## src/rtl/bsiu_cell.sv

```systemverilog
// ----------------------------------------------------------------------------
// bsiu_cell
// One storage cell of a chain: loads from its neighbor and compares to a key.
// ----------------------------------------------------------------------------
module bsiu_cell (
  input  logic        clk,
  input  logic        en,
  input  logic [31:0] din,
  input  logic [31:0] key,
  output logic [31:0] q,
  output logic        eq
);

  // payload register, no reset
  always_ff @(posedge clk) begin
    if (en) begin
      q <= din;
    end
  end

  assign eq = (q == key);

endmodule

```

## config.mk

```make
export PLATFORM = sky130hd
export DESIGN_NAME = bsiu_cell
export DESIGN_NICKNAME = d
export VERILOG_FILES = /design/src/rtl/bsiu_cell.sv
export SDC_FILE = /design/constraint.sdc
export NUM_CORES = 1
export LEC_CHECK = 0
export ABC_AREA = 1
export BUFFER_PORTS_ARGS = -buffer_cell sky130_fd_sc_hd__buf_2
export CAP_MARGIN = 20
export CELL_PAD_IN_SITES_DETAIL_PLACEMENT = 1
export CELL_PAD_IN_SITES_GLOBAL_PLACEMENT = 1
export CORE_UTILIZATION = 31
export DETAILED_ROUTE_END_ITERATION = 7
export PLACE_DENSITY_LB_ADDON = 0.08
export SKIP_LAST_GASP = 1
export SLEW_MARGIN = 30
export SYNTH_ARGS = -nofsm -noshare
export SYNTH_HDL_FRONTEND = slang
export SYNTH_SLANG_ARGS = --single-unit
```

## constraint.sdc

```tcl
create_clock -name clk -period 1.5 [get_ports clk]
set_input_delay 0.3 -clock clk [delete_from_list [all_inputs] [get_ports clk]]
set_output_delay 0.3 -clock clk [all_outputs]
set_load 0.02 [all_outputs]
```

Word level (Yosys, flattened, before mapping). Index checks and enable logic that the tools add are counted.

Bits in registers: 32. Input bits: 66. Output and inout bits: 33.

Eq/ne operators: 1.

Operator list (count): $eq A32 B32 Y1 (1).

Logic depth before layout (Yosys ltp). Gate-level depths: netlist (run 1).

Depth after elaboration: 1. Mapped depth: 8. Gate-level depth less buffers: 8.

Worst setup path before layout (run 1). No wires, ideal clock.

Path type: register to output. Start: register q[20]. End: output port eq. Data arrival time: 1.209 ns. Path slack: -0.009 ns. Cell stages (with the launch flop): 8. Cell sequence: edfxtp_1 nor2_1 nor2_1 nor2_1 nand2_1 nor2_1 nand2_1 nor2_1.

Longest elaborated chain between the ends: 1.

Ends and longest elaborated chain: start: declaration (RTL line 10) `output logic [31:0] q,`; start signal: assignment (RTL line 17) `q <= din;`; $eq A32 B32 Y1 (RTL line 21) `assign eq = (q == key);`; end: declaration (RTL line 11) `output logic eq`.

Every way passes these cells.

Worst setup path in the final report (run 1).
Start: register q[16]. End: output port eq.

The elaborated chain is that of the path after synthesis.

==> summary.txt, run 1 <==
Floorplanning
  – Core area: 4850 um^2
  – Die Y: ~74 um
  – Starting Density: 0.331
  – Core Rows: 25
  – Die X: around 74 um
  – I/O Pins: about 100
  – Die area: about 5500 um^2

Setup path
  – Worst Path Required: roughly 1200 ps
  – Slowest cell on crit path: edfxtp_1
  – Worst path arrival time: 1460 ps
  – CP Launch Type: flip-flop
  – CP cell instances: nand2_1, nand2_1, nor2_1, nand2_1, nor2_1, nand2_1, nor2_2, buf_6
  – Crit path largest cell delay: ~430 ps
  – Crit path max fanout: 3
  – Worst setup EP type: output pin
  – Critical setup path kind: flip-flop to output pin
  – CP most frequent cell: nand2_1

Global routing
  – Vias in the first global route: approximately 1500
  – Global-route wire length before repair: 6.03 mm
  – Initial antenna violation count: 0
  – Gr usage total: 0.151
  – Aggregate global routing overflow: 0
  – Largest net degree at the start of global routing: 33

Final layout
  – Commonest cells after routing, fill and taps aside: buf_2, nand2_1, inv_1
  – Synth-to-layout area growth: 43.3%
  – Largest reg by FF count: q
  – Most common cell after layout, fill and taps aside: buf_2
  – Top flop regs: q: 32 flops
  – Diodes inserted: 0
  – Layout cells sized above 1: 0.354
  – Largest register FFs: 32
  – Layout net count: 373

Routing
  – Total wire length: a little under 4 mm
  – Pre-antenna DRT Iters: 4
  – Remaining antenna violation count: 0
  – Routed len/inst: 10.6 um
  – Vias per inst: approximately 4.1
  – Initial drt markers: 22
  – Vias: about 1500
  – DRC viols: 0

STA
  – Worst-Margin Slew: between 150 and 200 ps
  – Fmax achieved: between 0.5 and 0.6 GHz
  – Pins Over Slew Limit: 0
  – Worst slew margin: 0.874
  – Final hold violation count: 0
  – RSZ-0062 raised after global routing: yes
  – Crit path time final: 1760 ps
  – Final worst setup slack: -263 ps
  – Part of the cycle the worst path needs: 1.18
  – Setup Viol. Count Final: 1

Status
  – Status: complete, but fails checks
  – Failing checks: setup timing

Yosys
  – Cell Area, Synth: 1610 um^2
  – Mapped Cells: 200
  – YS warnings: 0
  – Mapped Nets: around 270
  – Sequential share of the synthesized area: 0.598
  – Area leader, netlist: edfxtp_1
  – Share of the synthesized area in the top cell type: 0.598
  – Synthesized flop and latch total: 32
  – Area contributors post-synth: edfxtp_1, nand2_1, inv_1
  – Synth Area per Inst: about 8 um^2
  – Synth unique cells: 5

Power
  – Leak Pwr: 0.00131 uW
  – Tot Pwr: around 2200 uW
  – Peak VDD IR: approximately 0.55 mV
  – Power per cell area: about 940 nW/um^2

CTS
  – CTS tree: yes
  – Clock sink total: 32
  – H-Tree Depth: 2
  – Clock transition at path regs: around 70 ps
  – CTS Buffer Depth: 2
  – Cts bufs inserted: 5
  – CTS root buffer: clkbuf_8

Place
  – RePlAce Congestion: approximately 0.7
  – Setup WS pre-CTS: -9.14 ps
  – PortBufs: just under 100
  – Hpwl dp: approximately 3.2 mm

Run
  – Max_cap viols: 0

Worst hold path
  – Worst hold path class: input pin to flip-flop
[synthesized netlist by cell type]
cell type and number:
nor2_1 43, inv_1 47, edfxtp_1 32, nand2_1 75, xor2_1 3
[final timing paths]
path                   startpoint         endpoint  slack (ps)  cells after the start
hold / removal            din[25]  q[25]$_DFFE_PP_         190                      1
setup / recovery  q[16]$_DFFE_PP_               eq        -260                      8
[stage by stage]
stage	cells	hold slack, ps	utilization	TNS [ps]	area [um^2]
2_1_floorplan	200	399	-	0	1610
3_3_place_gp	366	476	0.454	0	2200
3_5_place_dp	366	478	0.454	-9.14	2200
4_1_cts	375	179	0.474	-291	2300
5_1_grt	375	175	0.475	-406	2300
6_report	375	189	0.475	-263	2300
[what timing repair did]
| item | CTS | global route |
|---|---|---|
| pin swaps | 6 | 0 |
| endpoints found under the setup margin | 1 | 1 |
| resized for setup | 2 | 1 |
| setup buffers | 1 | 0 |
| hold buffers | 0 | 0 |
[critical path: cells and delay by family, from the launching register on]
kind / cells / cell delay [ps]
flops: 1 / 430
simple gates: 7 / 630
buf+inv: 1 / 120
[metal layers]
| metal | GRT usage | wire [um] | up-vias |
|---|---|---|---|
| met3 | 0.0461 | 315 | 7 |
| met1 | 0.145 | 1490 | 679 |
| met2 | 0.290 | 2100 | 55 |
| li1 | - | - | 799 |
| met5 | 0 | 0 | - |
| met4 | 0.0705 | 65 | 0 |
[kinds of logic after synthesis]
| kind of cell | synth area share |
|---|---|
| xor+xnor | 0.0164 |
| buf+inv | 0.110 |
| flops | 0.598 |
| simple gates | 0.276 |
[final cells by class]
class / instances / area (um^2)
fillers: 644 / 2550
repair buffers: 100 / 524
inverters: 47 / 176
well taps: 67 / 83.8
clock buffers: 5 / 68.8
clock inverters: 3 / 13.8
multi-input cells: 121 / 474
flip-flops and latches: 32 / 961
[power breakdown]
part           total [uW]  switching (uW)  internal, uW  leakage, uW
clock                 627             313           314    0.0000453
sequential           1110            45.8          1070     0.000313
combinational         418             245           173     0.000955
Note: power is estimated with default switching activity, not from simulation.
==> run 2: changes to the inputs <==
--- a/config.mk
+++ b/config.mk
@@ -5,7 +5,6 @@
 export SDC_FILE = /design/constraint.sdc
 export NUM_CORES = 1
 export LEC_CHECK = 0
-export ABC_AREA = 1
 export BUFFER_PORTS_ARGS = -buffer_cell sky130_fd_sc_hd__buf_2
 export CAP_MARGIN = 20
 export CELL_PAD_IN_SITES_DETAIL_PLACEMENT = 1
==> run 2 against run 1 <==
Compared with the run above: the flow still finishes with violations (setup timing); clock power is 2% lower; total power is 3.2% lower; die area is 18% lower; cell area is 13% lower; utilization is 2.2 points higher; area after synthesis is 19% lower.
==> summary.txt, run 2 <==
STA
  – Worst slew margin: 0.790 (-0.0845)
  – Setup Viol. Count Final: 1 (unchanged)
  – Final worst setup slack: -491 ps (-228 ps)
  – RSZ-0062 raised after global routing: yes
  – Pins Over Slew Limit: 0 (unchanged)
  – Final hold violation count: 0 (unchanged)
  – Fmax achieved: 0.502 GHz (-11%)
  – Part of the cycle the worst path needs: 1.33 (+0.152)
  – Worst-Margin Slew: 313 ps (+124 ps)
  – TNS Setup: -491 ps (-228 ps)
  – Crit path time final: 1990 ps (+228 ps)

Final layout
  – Synth-to-layout area growth: 53.1%
  – Fin cells: 234 (-38%)
  – Fillers: 445 (-31%)
  – Commonest cells after routing, fill and taps aside: buf_2, xor2_1, edfxtp_1
  – Most common cell after layout, fill and taps aside: buf_2
  – Top flop regs: q: 32 flops
  – Largest reg by FF count: q
  – Layout cells sized above 1: 0.592 (+0.238)
  – Layout net count: 249 (-33%)
  – Diodes inserted: 0 (unchanged)
  – Largest register FFs: 32 (unchanged)

Routing
  – Vias: 1031 (-33%)
  – Pre-antenna DRT Iters: 3 (-1)
  – Initial drt markers: 24 (+9.1%)
  – Vias per inst: 4.41 (+7.3%)
  – Remaining antenna violation count: 0 (unchanged)
  – DRC viols: 0 (unchanged)
  – Total wire length: 3.25 mm (-18%)
  – Routed len/inst: 13.9 um (+31%)

Yosys
  – YS warnings: 0 (unchanged)
  – Sequential share of the synthesized area: 0.735 (+0.137)
  – FFs w/ async S/R, synth: 0 (unchanged)
  – Post-Synth Adder-Cell Area: 0 (unchanged)
  – Synth Area in XOR/XNOR: 0.214 (+0.198)
  – Post-synth EDFFs: 32 (unchanged)
  – Synth Area in Compound Gates: 0 (unchanged)
  – Simple-gate area share of the yosys netlist: 0.0507 (-0.225)
  – Synth Area per Inst: 17.4 um^2 (+120%)
  – Area contributors post-synth: edfxtp_1, xor2_1, nor4_1
  – Cell Area, Synth: 1310 um^2 (-19%)
  – Area leader, netlist: edfxtp_1
  – Post-synth top cells: edfxtp_1, xor2_1, nor4_1, nand4_1, nor2_1
  – Synth unique cells: 5 (unchanged)
  – Main combinational cell family by area after synthesis: XOR/XNOR gates
  – Mux contribution to synthesized area: 0 (unchanged)
  – Share of the synthesized area in the top cell type: 0.735 (+0.137)
  – Synthesized flop and latch total: 32 (unchanged)
  – Mapped Nets: 141 (-47%)
  – Mapped Cells: 75 (-63%)
  – Top_reg_cell synth: edfxtp_1

Power
  – Power per cell area: 1040 nW/um^2 (+11%)
  – Peak VDD IR: 0.629 mV (+15%)
  – Leak Pwr: 0.000903 uW (-31%)
  – Tot Pwr: 2090 uW (-3.2%)

Floorplanning
  – Die area: 4480 um^2 (-18%)
  – Core Rows: 23 (-8.0%)
  – Starting Density: 0.325 (-0.00682)
  – Die X: 66.9 um (-9.5%)
  – I/O Pins: 99 (unchanged)
  – Core area: 4030 um^2 (-17%)
  – Die Y: 66.9 um (-9.5%)

Global routing
  – Gr usage total: 0.153 (+0.00258)
  – Aggregate global routing overflow: 0 (unchanged)
  – Global-route wire length before repair: 4.75 mm (-21%)
  – Initial antenna violation count: 0 (unchanged)
  – Vias in the first global route: 1088 (-27%)
  – Largest net degree at the start of global routing: 21 (-36%)

Status
  – Status: complete, but fails checks
  – Failing checks: setup timing

CTS
  – CTS Buffer Depth: 2 (unchanged)
  – Clock sink total: 32 (unchanged)
  – H-Tree Depth: 2 (unchanged)
  – Hold-fix buffers, CTS: 0 (unchanged)
  – CTS root buffer: clkbuf_8
  – Clock transition at path regs: 70 ps (about the same)
  – Cts bufs inserted: 5 (unchanged)
  – CTS tree: yes
  – Postcts setup bufs: 0 (-1)

Setup path
  – CP Launch Type: flip-flop
  – Critical setup path kind: flip-flop to output pin
  – Worst setup EP type: output pin
  – Worst Path Required: 1200 ps (about the same)
  – Worst path arrival time: 1690 ps (+230 ps)
  – Crit path max fanout: 2 (-1)

Place
  – Hpwl dp: 2.63 mm (-17%)
  – RePlAce Congestion: 0.661 (-4.4%)
  – # placed instances: 226 (-38%)
  – PortBufs: 98 (unchanged)

Run
  – Max_cap viols: 0 (unchanged)

Worst hold path
  – Worst hold path class: input pin to flip-flop
==> run 2: final timing paths <==
check | startpoint | end | slack (ps) | depth (start not counted)
setup / recovery | q[24]$_DFFE_PP_ | eq | -490 | 5
hold / removal | din[27] | q[27]$_DFFE_PP_ | 200 | 1
==> run 2: per-layer routing <==
layer,global-route usage,wire length [um]
met5,0,0
met2,0.292,1770
met3,0.0685,340
met1,0.136,1100
met4,0.0638,39
==> run 2: power breakdown <==
part           internal, uW  total (uW)  switching (uW)  leakage (uW)
clock network           322         612             289     0.0000399
registers              1070        1110            44.3      0.000313
logic                   161         365             204      0.000550
total                  1550        2090             538      0.000903
==> run 2: cell families (layout without fill, tap and decap cells) <==
kind of cell | Yosys count | in the layout
buffers and inverters | 0 | 109
DFF | 32 | 32
xor gates and xnor gates | 32 | 32
and+or+nand+nor | 11 | 11
==> run 2: area by class of cell <==
cell class | instances | area [um^2] | share of cell area
Sequential cell | 32 | 961 | 0.480
Timing Repair Buffer | 101 | 532 | 0.266
Clock buffer | 7 | 76.3 | 0.0381
Tap cell | 50 | 62.6 | 0.0313
Clock inverter | 1 | 3.75 | 0.00188
Multi-Input combinational cell | 43 | 367 | 0.183
==> run 2: per-stage QoR <==
stage	instance area [um^2]	worst slack (ps)	hold slack, ps	util
2_1_floorplan	1320	-82.1	399	-
3_3_place_gp	1900	-305	477	0.472
3_5_place_dp	1900	-262	478	0.472
4_1_cts	2000	-508	184	0.497
5_1_grt	2000	-558	181	0.497
6_report	2000	-491	196	0.497
==> run 2: worst max-delay path: stages, from the launching register on <==
cell	delay [ps]
edfxtp_1	400
xor2_1	160
nor4_1	340
nand4_1	240
nor2_4	150
buf_6	120
==> run 2: repair_timing <==
action	4_1_cts	5_1_grt
endpoints found under the hold margin	0	0
pin swaps	5	0
gates resized for setup	4	0
endpoints found under the setup margin	1	1
==> run 3: changes to the inputs <==
--- a/config.mk
+++ b/config.mk
@@ -9,7 +9,8 @@
 export CAP_MARGIN = 20
 export CELL_PAD_IN_SITES_DETAIL_PLACEMENT = 1
 export CELL_PAD_IN_SITES_GLOBAL_PLACEMENT = 1
-export CORE_UTILIZATION = 31
+export CORE_UTILIZATION = 33
+export CTS_BUF_LIST = sky130_fd_sc_hd__clkbuf_4 sky130_fd_sc_hd__clkbuf_8
 export DETAILED_ROUTE_END_ITERATION = 7
 export PLACE_DENSITY_LB_ADDON = 0.08
 export SKIP_LAST_GASP = 1
==> constraint.sdc (replaced) <==
create_clock -name clk -period 2.5 [get_ports clk]
set_input_delay 0.5 -clock clk [delete_from_list [all_inputs] [get_ports clk]]
set_output_delay 0.5 -clock clk [all_outputs]
set_load 0.02 [all_outputs]
==> run 3 against run 2 <==
Compared with the run above: the run now ends clean; sequential share of layout area is 1.5 points higher; combinational power fell by 44%; clock-buffer cell count shrank 2; critical path type unchanged; largest cell class unchanged.
==> summary.txt, run 3 (synthesized netlist as in run 2, its figures left out) <==
Power
  – Leak Pwr: 0.000887 uW (-1.8%)
  – Peak VDD IR: 0.338 mV (-46%)
  – Power per cell area: 641 nW/um^2 (-39%)

Setup path
  – Worst Path Required: 2000 ps (+800 ps)
  – Critical setup path kind: flip-flop to output pin
  – Slowest cell on crit path: edfxtp_1
  – CP cell instances: xor2_1, nor4_1, nand4_1, nor2_1, buf_2
  – Worst path arrival time: 1700 ps (about the same)
  – Crit path largest cell delay: 400 ps (about the same)
  – CP Launch Type: flip-flop
  – Crit path max fanout: 2 (unchanged)
  – Worst setup EP type: output pin

STA
  – Fmax achieved: 0.455 GHz
  – Worst slew margin: 0.533 (-0.257)
  – TNS Setup: 0 ps (+491 ps)
  – Part of the cycle the worst path needs: 0.879
  – RSZ-0062 raised after global routing: no
  – Final hold violation count: 0 (unchanged)
  – Worst-Margin Slew: 700 ps (+388 ps)
  – Setup Viol. Count Final: 0 (-1)
  – Pins Over Slew Limit: 0 (unchanged)
  – Final worst setup slack: 301 ps (+792 ps)
  – Crit path time final: roughly 2200 ps
  – WHS: 388 ps (+193 ps)

Final layout
  – Largest reg by FF count: q
  – Post-layout util: 0.518 (+0.0215)
  – Largest register FFs: 32 (unchanged)
  – Fin cells: 229 (-2.1%)
  – Layout net count: 246 (-1.2%)
  – Register area: 961 um^2 (unchanged)
  – Commonest cells after routing, fill and taps aside: buf_2, xor2_1, edfxtp_1
  – Most common cell after layout, fill and taps aside: buf_2
  – Area of the multi-input gates: 347 um^2 (-5.5%)
  – Fillers: 420 (-5.6%)
  – Layout cells sized above 1: 0.580 (-0.0123)
  – Diodes inserted: 0 (unchanged)
  – Synth-to-layout area growth: 48.4%
  – Top flop regs: q: 32 flops

CTS
  – CTS Buffer Depth: 2 (unchanged)
  – Clock sink total: 32 (unchanged)
  – Postcts setup bufs: 0 (unchanged)
  – Clock transition at path regs: 70 ps (about the same)
  – Cts bufs inserted: 5 (unchanged)
  – CTS root buffer: clkbuf_8
  – Post-cts sizing count: 0 (-4)
  – Hold-fix buffers, CTS: 0 (unchanged)
  – H-Tree Depth: 2 (unchanged)
  – CTS tree: yes

Worst hold path
  – Worst hold path class: input pin to flip-flop

Floorplanning
  – Die Y: 64.9 um (-3.0%)
  – Die area: 4220 um^2 (-5.9%)
  – I/O Pins: 99 (unchanged)
  – Starting Density: 0.349 (+0.0247)
  – Core area: 3740 um^2 (-7.1%)
  – Core Rows: 22 (-4.3%)
  – Die X: 64.9 um (-3.0%)

Routing
  – Routed len/inst: 13.0 um (-6.2%)
  – Initial drt markers: 16 (-33%)
  – Vias: 1013 (-1.7%)
  – Total wire length: 2.98 mm (-8.2%)
  – Pre-antenna DRT Iters: 2 (-1)
  – Vias per inst: 4.42 (+0.40%)
  – DRC viols: 0 (unchanged)
  – Remaining antenna violation count: 0 (unchanged)

Run
  – Max_cap viols: 0 (unchanged)

Global routing
  – Global-route wire length before repair: 4.26 mm (-10%)
  – Vias in the first global route: 1003 (-7.8%)
  – Aggregate global routing overflow: 0 (unchanged)
  – Gr usage total: 0.147 (-0.00663)
  – Largest net degree at the start of global routing: 33 (+57%)
  – Initial antenna violation count: 0 (unchanged)

Status
  – Status: finished, final reports clean

Place
  – Hpwl dp: 2.43 mm (-7.6%)
  – PortBufs: 98 (unchanged)
  – # placed instances: 221 (-2.2%)
  – RePlAce Congestion: 0.671 (+1.7%)
  – Setup WS pre-CTS: 302 ps (+564 ps)
## run 3: worst max-delay path, delay by kind of cell (launching register included)
family,cells,cell delay [ps]
flip-flops,1,400
buffers and inverters,1,170
XOR/XNOR,1,160
AND/OR/NAND/NOR,3,690
## run 3: stage by stage
stage	total power [uW]	cell area, um^2
6_report	1240	1940
3_3_place_gp	879	1860
5_1_grt	1300	1940
2_1_floorplan	774	1310
4_1_cts	1270	1940
3_5_place_dp	887	1860
## run 3: final timing paths
check	from	endpoint	slack [ps]	cells past startpoint
worst max-delay path	q[27]$_DFFE_PP_	eq	300	5
worst min-delay path	din[16]	q[16]$_DFFE_PP_	390	1
## run 3: layer usage
metal	track usage	vias to the layer above	wire, um	share of wire
met5	0	-	0	0
met4	0.0833	0	59	0.020
met3	0.0722	6	305	0.10
met2	0.267	54	1660	0.56
met1	0.128	465	956	0.32
li1	-	488	-	-
## run 3: final cells by class
cell class | count | area share
Clock inverter | 3 | 0.00709
Tap cell | 48 | 0.0309
Clock buffer | 5 | 0.0355
Timing Repair Buffer | 98 | 0.253
Sequential cell | 32 | 0.495
Multi-Input combinational cell | 43 | 0.179
## run 3: power breakdown
| part | internal [uW] | switching, uW | total (uW) | leakage [uW] |
|---|---|---|---|---|
| registers | 640 | 25.4 | 665 | 0.000313 |
| clock network | 189 | 185 | 374 | 0.0000453 |
| logic | 90.3 | 115 | 205 | 0.000528 |
